### src/sv/pitp_pkg.sv
// Package for the prefixed integer text parser.
// Holds widths, character constants, phase and radix codes, and the digit decoder.
// No dependencies.
`default_nettype none

package pitp_pkg;

	localparam int VALUE_BITS = 32;
	localparam int COUNT_BITS = 16;
	localparam int CHAR_BITS  = 8;

	localparam logic [CHAR_BITS-1:0] CH_NUL   = 8'h00;
	localparam logic [CHAR_BITS-1:0] CH_MINUS = 8'h2d;
	localparam logic [CHAR_BITS-1:0] CH_ZERO  = 8'h30;
	localparam logic [CHAR_BITS-1:0] CH_NINE  = 8'h39;
	localparam logic [CHAR_BITS-1:0] CH_X     = 8'h78;
	localparam logic [CHAR_BITS-1:0] CH_LA    = 8'h61;
	localparam logic [CHAR_BITS-1:0] CH_LF    = 8'h66;
	localparam logic [CHAR_BITS-1:0] CH_UA    = 8'h41;
	localparam logic [CHAR_BITS-1:0] CH_UF    = 8'h46;
	localparam logic [3:0]           HEX_TEN  = 4'd10;

	localparam logic [COUNT_BITS-1:0] CNT_MAX = {COUNT_BITS{1'b1}};

	typedef logic [VALUE_BITS-1:0] value_t;
	typedef logic [COUNT_BITS-1:0] count_t;
	typedef logic [CHAR_BITS-1:0]  char_t;

	// One-hot parse phase.
	typedef enum logic [3:0] {
		PH_IDLE   = 4'b0001,
		PH_SIGN   = 4'b0010,
		PH_ZERO   = 4'b0100,
		PH_DIGITS = 4'b1000
	} phase_t;

	typedef enum logic [1:0] {
		RX_DEC = 2'd0,
		RX_OCT = 2'd1,
		RX_HEX = 2'd2
	} radix_t;

	typedef struct packed {
		logic       ok;
		logic [3:0] val;
	} digit_t;

	// Decodes one character as a digit of the given radix. Decimal digits are
	// valid in every radix; letters a-f in either case only in hex.
	function automatic digit_t decode_digit(input char_t c, input radix_t rx);
		digit_t d;
		d.ok  = 1'b0;
		d.val = 4'd0;
		if (c >= CH_ZERO && c <= CH_NINE) begin
			d.ok  = 1'b1;
			d.val = 4'(c - CH_ZERO);
		end else if (rx == RX_HEX && c >= CH_LA && c <= CH_LF) begin
			d.ok  = 1'b1;
			d.val = 4'(c - CH_LA) + HEX_TEN;
		end else if (rx == RX_HEX && c >= CH_UA && c <= CH_UF) begin
			d.ok  = 1'b1;
			d.val = 4'(c - CH_UA) + HEX_TEN;
		end
		return d;
	endfunction

endpackage

`default_nettype wire

### src/sv/prefixed_integer_text_parser_core.sv
// Prefixed integer text parser, top level.
// A string's result is registered and loads once the result register is free.
// Throughput: one character per cycle; an ending character waits out a stalled result.
// Accumulate: shift-add by 8, 10 or 16, one short stage from input to result register.
// Reset: arst_n clears the input and result valid flags and returns the parse to idle.
// Depends on pitp_pkg.
`default_nettype none

module prefixed_integer_text_parser_core
	import pitp_pkg::*;
(
	input  wire logic                  clk,
	input  wire logic                  arst_n,
	input  wire logic                  in_valid,
	output logic                       in_stall,
	input  wire logic [CHAR_BITS-1:0]  char_code,
	input  wire logic                  first_char,
	output logic                       out_valid,
	input  wire logic                  out_stall,
	output logic signed [VALUE_BITS-1:0] value,
	output logic [COUNT_BITS-1:0]      consumed_count
);

	// Input register: one character beat waiting to be parsed.
	logic  valid_s1;
	char_t char_s1;
	logic  first_s1;

	// Parse state.
	phase_t phase_q;
	radix_t radix_q;
	value_t acc_q;
	logic   neg_q;
	count_t cnt_q;

	// Result register.
	logic   out_valid_q;
	value_t out_value_q;
	count_t out_count_q;

	// Next-state values computed from the held character.
	phase_t phase_d;
	radix_t radix_d;
	value_t acc_d;
	logic   neg_d;
	count_t cnt_d;
	logic   emit;
	value_t result_value;

	logic out_free;
	logic go_s1;
	logic in_fire;

	// The result register can load when it is empty or is being drained this cycle.
	assign out_free = !out_valid_q || !out_stall;
	// A character that ends no parse never needs the result register, so it
	// moves on even while a finished result waits to be taken.
	assign go_s1    = valid_s1 && (!emit || out_free);
	assign in_stall = valid_s1 && !go_s1;
	assign in_fire  = in_valid && !in_stall;

	always_comb begin
		phase_t p;
		digit_t d;
		value_t mul;
		logic   done;

		phase_d = phase_q;
		radix_d = radix_q;
		acc_d   = acc_q;
		neg_d   = neg_q;
		cnt_d   = cnt_q;
		emit    = 1'b0;
		done    = 1'b0;
		p       = phase_q;
		mul     = '0;

		// A first-character flag restarts the parse from a clean state,
		// dropping any unfinished string.
		if (first_s1) begin
			radix_d = RX_DEC;
			acc_d   = '0;
			neg_d   = 1'b0;
			cnt_d   = '0;
			if (char_s1 == CH_MINUS) begin
				neg_d   = 1'b1;
				cnt_d   = count_t'(1);
				phase_d = PH_SIGN;
				done    = 1'b1;
			end else begin
				p = PH_SIGN;
			end
		end else if (phase_q == PH_IDLE) begin
			// Characters outside a string are dropped.
			done = 1'b1;
		end

		if (!done) begin
			if (p == PH_SIGN) begin
				if (char_s1 == CH_ZERO) begin
					radix_d = RX_OCT;
					cnt_d   = (cnt_d == CNT_MAX) ? cnt_d : cnt_d + count_t'(1);
					phase_d = PH_ZERO;
					done    = 1'b1;
				end
			end else if (p == PH_ZERO) begin
				if (char_s1 == CH_X) begin
					radix_d = RX_HEX;
					cnt_d   = (cnt_d == CNT_MAX) ? cnt_d : cnt_d + count_t'(1);
					phase_d = PH_DIGITS;
					done    = 1'b1;
				end
			end
		end

		// Digit phase; radix_d already holds the radix in force.
		d = decode_digit(char_s1, radix_d);
		if (!done) begin
			if (char_s1 != CH_NUL && d.ok) begin
				unique case (radix_d)
					RX_HEX:  mul = acc_d << 4;
					RX_OCT:  mul = acc_d << 3;
					default: mul = (acc_d << 3) + (acc_d << 1);
				endcase
				acc_d   = mul + value_t'(d.val);
				cnt_d   = (cnt_d == CNT_MAX) ? cnt_d : cnt_d + count_t'(1);
				phase_d = PH_DIGITS;
			end else begin
				emit    = 1'b1;
				phase_d = PH_IDLE;
			end
		end

		result_value = neg_d ? (value_t'(0) - acc_d) : acc_d;
	end

	always_ff @(posedge clk or negedge arst_n) begin
		if (!arst_n) begin
			valid_s1 <= 1'b0;
		end else if (in_fire) begin
			valid_s1 <= 1'b1;
		end else if (go_s1) begin
			valid_s1 <= 1'b0;
		end
	end

	always_ff @(posedge clk) begin
		if (in_fire) begin
			char_s1  <= char_code;
			first_s1 <= first_char;
		end
	end

	always_ff @(posedge clk or negedge arst_n) begin
		if (!arst_n) begin
			phase_q <= PH_IDLE;
			radix_q <= RX_DEC;
			acc_q   <= '0;
			neg_q   <= 1'b0;
			cnt_q   <= '0;
		end else if (go_s1) begin
			phase_q <= phase_d;
			radix_q <= radix_d;
			acc_q   <= acc_d;
			neg_q   <= neg_d;
			cnt_q   <= cnt_d;
		end
	end

	always_ff @(posedge clk or negedge arst_n) begin
		if (!arst_n) begin
			out_valid_q <= 1'b0;
		end else if (go_s1 && emit) begin
			out_valid_q <= 1'b1;
		end else if (!out_stall) begin
			out_valid_q <= 1'b0;
		end
	end

	always_ff @(posedge clk) begin
		if (go_s1 && emit) begin
			out_value_q <= result_value;
			out_count_q <= cnt_d;
		end
	end

	assign out_valid      = out_valid_q;
	assign value          = $signed(out_value_q);
	assign consumed_count = out_count_q;

endmodule

`default_nettype wire

### config.mk
export PLATFORM = sky130hd
export DESIGN_NAME = prefixed_integer_text_parser_core
export DESIGN_NICKNAME = d
export VERILOG_FILES = /design/src/sv/pitp_pkg.sv /design/src/sv/prefixed_integer_text_parser_core.sv
export SDC_FILE = /design/constraint.sdc
export NUM_CORES = 1
export LEC_CHECK = 0
export ABC_CLOCK_PERIOD_IN_PS = 7410
export BUFFER_PORTS_ARGS = -buffer_cell sky130_fd_sc_hd__buf_2
export CORE_AREA = 2 2 153 155
export CTS_CLUSTER_SIZE = 20
export DETAILED_ROUTE_END_ITERATION = 10
export DIE_AREA = 0 0 155 157
export SYNTH_ARGS = -nofsm -noshare
export SYNTH_HDL_FRONTEND = slang
export SYNTH_SLANG_ARGS = --single-unit
export TNS_END_PERCENT = 1
### constraint.sdc
create_clock -name clk -period 7.41 [get_ports clk]
set_clock_uncertainty 0.05 [all_clocks]
set_input_delay 1.1115 -clock clk [delete_from_list [all_inputs] [get_ports clk]]
set_output_delay 1.1115 -clock clk [all_outputs]
set_load 0.005 [all_outputs]
==> run metrics, run 1 <==
Die X=155 um; Root Driver=clkbuf_16; Tot GR Track Use=23.1%; average wire per standard cell=about 19 um; clk_lat worst skew=just over 0.4 ns; fin worst setup slack=roughly 0.60 ns; vias in the first global route=8377; Worst-Margin Slew=between 0.9 and 1 ns; total power=roughly 2.0 mW; CTS buffer count=17; synthesized net count=roughly 1200; critical path type=reg2reg; Starting Density=44.7%; DRC=0; maximum clock frequency=around 150 MHz; most common cell after layout, fill and taps aside=nand2_1; P&R area growth vs syn=10.9%; total grt overflow=0; Nets=about 1200; cell count after synthesis=1150; FF-to-FF setup slack=between 0.6 and 0.7 ns; hold_sp=radix_q[0]$_DFFE_PN0P_; I/O pin total=63; Reg clk slew, reported paths=0.05 ns; post-route cell area=roughly 11000 um^2; DP HPWL=20.7 mm; max incr delay on CP=0.62 ns; # setup viols final=0; ANT nets after route=0; number of max-cap violations=0; final hold viol count=0; largest net degree at the start of global routing=60; DRT iter0 DRCs=approximately 660; fin crit period=6.81 ns; Synth Flop Type=edfxtp_1; Static Leak=around 4.5 nW; total number of vias=just over 9000; status=finished, final reports clean; DR vias/cell=between 6 and 7; Resized cells post-CTS=0; Worst Hold Path EP=radix_q[0]$_DFFE_PN0P_; worst hold margin=roughly 0.43 ns; Worst R2R Path Depth=21; R2R Path End=value[31]$_DFFE_PP_; period utilization=between 90% and 100%; setup repair after global routing missed its margin=false; pre-CTS setup slack=0.723 ns; CTS tree=built; Area contributors post-synth=edfxtp_1 17%, dfrtp_1 14%, ha_1 4.8%; initial antenna violation count=0; Die H=157 um; Async SR Flop Fraction=between 50% and 60%; RePlAce Congestion=between 0.9 and 1; final max-slew violation count=0; CP Cell Sequence=ha_1, nor4bb_1, a21o_1, a2111oi_0, o21ai_0, ha_2, o2111a_1, or2_2, o21a_1, ha_1, a21oi_1, a311oi_2, and2_2, and4b_1, nand3_1, o31a_1, a211oi_2, nand4b_2, nor4_1, a41o_1, xor2_1; first-pass GRT wire length=45.1 mm; final setup TNS=0 ns; Hold Path Class=reg2reg; slowest CP cell=a2111oi_0; core area=approximately 23000 um^2; worst r2r src=char_s1[0]$_DFFE_PP_; clk buf depth=2; placed cells=between 1000 and 1500; pwr dens=175 nW/um^2; FILL cells=about 2100; ratio of cells with drive above 1 in the final layout=between 10% and 20%; dpl cell area=10500 um^2; Routed WL=28.4 mm; Min-Delay Path Depth=2; Rel. slew slack=between 30% and 40%; Cell variety after synth=a little under 100; most frequent cells in the layout=111 x nand2_1, 74 x o21ai_0, 65 x nor2_1; Setup crit end kind=flop; DRT Pass-1 Iters=5; final non-filler cell total=between 1000 and 1500; Post-synth EDFFs=57; worst path required time=roughly 7.5 ns; CTS Hold Bufs=0; Seq cells post-synth=114; CP most frequent cell=ha_1; area of the mapped netlist=around 10000 um^2; leading area contributor after synthesis=edfxtp_1; register area share after synthesis=a little under a third; Die ar.=24300 um^2; share of the core filled with cells=49.6%; data arrival time of the worst path=a little under 7 ns; Max rail drop VDD=~150 uV; num rows=55; H-tree levels=4; startpoint type of the worst setup path=flop; Synth Warn #=0; area fraction of the dominant cell type after synthesis=approximately 17%; port bufs=62; Avg Synthesized Cell Area=roughly 9 um^2; ANT cells=0; post-CTS setup buffers=0; Num Clock Sinks=around 110; critical path peak fanout=6
synth_stat cells (all sizes together) (6+ instances only):
cell and number:
a41oi 6, a22o 6, a221oi 11, nand2 113, a21o 20, and4 9
o31ai 12, edfxtp 57, buf 27, ha 39, o21a 12, nor2 65
o22ai 8, or4 9, nand3b 6, nor4 12, o21ai 81, nand4 25
nand2b 13, inv 22, a31oi 20, mux2i 18, xor2 25, or2 12
nor3 29, nor2b 49, a22oi 20, nand3 33, mux2 23, xnor2 43
clkbuf 36, a211o 7, o211ai 14, a211oi 19, and2 23, o31a 7
a21oi 62, and3 17, and3b 6, dfrtp 56
sequential cells by signal (all words and copies together), names as in the netlist:
| name | count |
|---|---|
| acc_q | 32 |
| value | 32 |
| cnt_q | 16 |
| consumed_count | 16 |
| char_s1 | 8 |
| phase_q | 4 |
| radix_q | 2 |
| first_s1 | 1 |
| neg_q | 1 |
| out_valid | 1 |
| valid_s1 | 1 |
worst max path at each step:
| stage | start | endpoint |
|---|---|---|
| after CTS | char_s1[0]$_DFFE_PP_ | value[31]$_DFFE_PP_ |
| after floorplan | first_s1$_DFFE_PP_ | value[28]$_DFFE_PP_ |
| after detailed placement | char_s1[0]$_DFFE_PP_ | value[31]$_DFFE_PP_ |
| final | char_s1[0]$_DFFE_PP_ | value[31]$_DFFE_PP_ |
| after global placement | char_s1[0]$_DFFE_PP_ | value[31]$_DFFE_PP_ |
| after global routing | char_s1[1]$_DFFE_PP_ | value[31]$_DFFE_PP_ |
cell families (layout without fill, tap and decap cells):
kind of cell | Yosys count | after routing | share of synthesized area, %
XOR/XNOR | 68 | 68 | 5.92
buffers and inverters | 85 | 128 | 3.71
flip-flops | 114 | 114 | 31.2
AO/OA/AOI/OAI | 355 | 355 | 25.0
multiplexers | 41 | 41 | 4.53
AND/OR/NAND/NOR | 446 | 446 | 24.4
adder cells (fa/ha/maj) | 41 | 41 | 5.25
critical path, delay by kind of cell (launching register included):
| kind | cells | cell delay [ns] |
|---|---|---|
| and+or+nand+nor | 7 | 2.08 |
| adders and majority gates | 3 | 0.90 |
| xor gates and xnor gates | 1 | 0.06 |
| AOI/OAI and AO/OA | 10 | 2.99 |
| DFF | 1 | 0.46 |
area by class of cell:
class / count / area (um^2) / share of cell area [%]
multi-input combinational: 951 / 6560 / 58.8
clock buffer: 22 / 464 / 4.16
sequential: 114 / 3140 / 28.1
inverter: 22 / 82.6 / 0.740
tap: 285 / 357 / 3.20
timing repair buffer: 74 / 400 / 3.59
clock inverter: 10 / 156 / 1.40
per-layer routing:
metal | share of wire, % | up-vias | global-route usage [%] | wire length [um]
met4 | 1.1 | 0 | 5.20 | 299
met5 | 0 | - | 0 | 0
met2 | 46 | 278 | 36.8 | 12900
li1 | - | 4435 | - | -
met1 | 48 | 4357 | 33.4 | 13600
met3 | 5.4 | 21 | 3.39 | 1530
power by group:
group          total [mW]  switching [mW]  internal (mW)
logic               0.300           0.196          0.104
clock network       0.864           0.286          0.578
registers           0.789          0.0335          0.755
No activity file was read; power rests on OpenSTA's default activity.
==> run 2: changes to the inputs <==
- CORE_AREA: 2 2 153 155 -> 2 2 208 210
- DIE_AREA: 0 0 155 157 -> 0 0 210 212
==> run 2 against run 1 <==
Via count up 1.8%; sequential power about the same; worst setup slack gained 0.074 ns; largest power group unchanged; highest routed layer unchanged.
==> run metrics, run 2 (synthesis results as in run 1) <==
status=finished, final reports clean; P&R area growth vs syn=13.9%; CTS Hold Bufs=0; CTS tree=built; CTS buffer count=17; Die H=212 um; Routed WL=roughly 29 mm; Die ar.=~45000 um^2; I/O pin total=63; Reg clk slew, reported paths=approximately 0.060 ns; Tot GR Track Use=approximately 13%; clk_lat worst skew=between 0.4 and 0.5 ns; Nets=between 1000 and 1500; Static Leak=4.50 nW; Resized cells post-CTS=0; worst path required time=about 7.5 ns; fin worst setup slack=between 0.6 and 0.7 ns; maximum clock frequency=around 150 MHz; DRT iter0 DRCs=773; number of max-cap violations=0; pwr dens=166 nW/um^2; ANT nets after route=0; clk buf depth=2; ANT cells=0; Hold Path Class=reg2reg; pre-CTS setup slack=0.741 ns; Starting Density=between 20% and 30%; # setup viols final=0; post-CTS setup buffers=0; final setup TNS=0 ns; startpoint type of the worst setup path=flop; DRT Pass-1 Iters=5; post-route cell area=between 10000 and 15000 um^2; vias in the first global route=between 8000 and 9000; port bufs=62; Root Driver=clkbuf_16; H-tree levels=4; largest net degree at the start of global routing=65; data arrival time of the worst path=between 6 and 7 ns; final hold viol count=0; RePlAce Congestion=around 0.89; most frequent cells in the layout=111 x nand2_1, 74 x o21ai_0, 65 x nor2_1; num rows=76; first-pass GRT wire length=46.7 mm; Num Clock Sinks=about 110; dpl cell area=around 11000 um^2; setup repair after global routing missed its margin=false; average wire per standard cell=16.8 um; FILL cells=4457; critical path peak fanout=6; total power=1.90 mW; Max rail drop VDD=approximately 140 uV; period utilization=about nine tenths; ratio of cells with drive above 1 in the final layout=between 10 and 15%; fin crit period=6.73 ns; Worst-Margin Slew=approximately 0.85 ns; DP HPWL=about 22 mm; critical path type=reg2reg; Setup crit end kind=flop; total number of vias=9258; Rel. slew slack=a little over two fifths; DRC=0; DR vias/cell=between 5 and 6; core area=about 43000 um^2; initial antenna violation count=0; Die X=approximately 210 um; most common cell after layout, fill and taps aside=nand2_1; total grt overflow=0; final max-slew violation count=0
==> run 2: critical path, stage by stage, from the launching register on <==
cell and delay (ns):
edfxtp_1 0.46, ha_1 0.27, nor4bb_1 0.17, a21o_1 0.21
a2111oi_0 0.60, o21ai_0 0.32, ha_2 0.27, o2111a_1 0.14
or2_2 0.33, o21a_1 0.13, ha_1 0.36, a21oi_1 0.14
a311oi_2 0.44, and2_2 0.28, and4b_1 0.35, nand3_1 0.21
o31a_1 0.32, a211oi_2 0.36, nand4b_2 0.20, nor4_1 0.53
a41o_1 0.27, xor2_1 0.07
==> run 2: final timing paths <==
kind,startpoint,endpoint,slack (ns),cells past startpoint
hold / removal,acc_q[11]$_DFFE_PN0P_,acc_q[11]$_DFFE_PN0P_,0.43,2
min in group asynchronous,arst_n,acc_q[29]$_DFFE_PN0P_,0.81,2
hold reg to reg,acc_q[11]$_DFFE_PN0P_,acc_q[11]$_DFFE_PN0P_,0.43,2
max in group asynchronous,arst_n,acc_q[3]$_DFFE_PN0P_,5.95,2
setup / recovery,char_s1[0]$_DFFE_PP_,value[31]$_DFFE_PP_,0.68,21
setup reg to reg,char_s1[0]$_DFFE_PP_,value[31]$_DFFE_PP_,0.68,21
==> run 2: routing by layer <==
metal,up-vias,track usage (%),part of all wire (%)
met5,-,0,0
met4,0,4.04,1.6
met2,271,21.5,47
met1,4504,17.7,47
met3,40,1.36,4.1
li1,4443,-,-
==> run 2: cell type report <==
class | count | area (um^2) | area share [%]
Multi-Input combinational cell | 951 | 6560 | 57.2
Clock buffer | 20 | 447 | 3.90
Timing Repair Buffer | 77 | 423 | 3.69
Inverter | 22 | 82.6 | 0.720
Tap cell | 546 | 683 | 5.96
Sequential cell | 114 | 3140 | 27.4
Clock inverter | 12 | 133 | 1.16
==> run 2: report_power, final <==
group / switching [mW] / internal [mW] / total (mW)
Clock: 0.298 / 0.504 / 0.802
Sequential: 0.0371 / 0.755 / 0.792
Combinational: 0.200 / 0.104 / 0.304
==> run 2: per-stage QoR <==
stage / util (%) / hold WS, ns / cells
floorplan: - / 0.392 / 1150
global placement: 25.6 / 0.404 / 1710
detailed placement: 25.6 / 0.414 / 1710
CTS: 27.0 / 0.427 / 1742
global route: 27.0 / 0.438 / 1742
finish: 27.0 / 0.426 / 1742
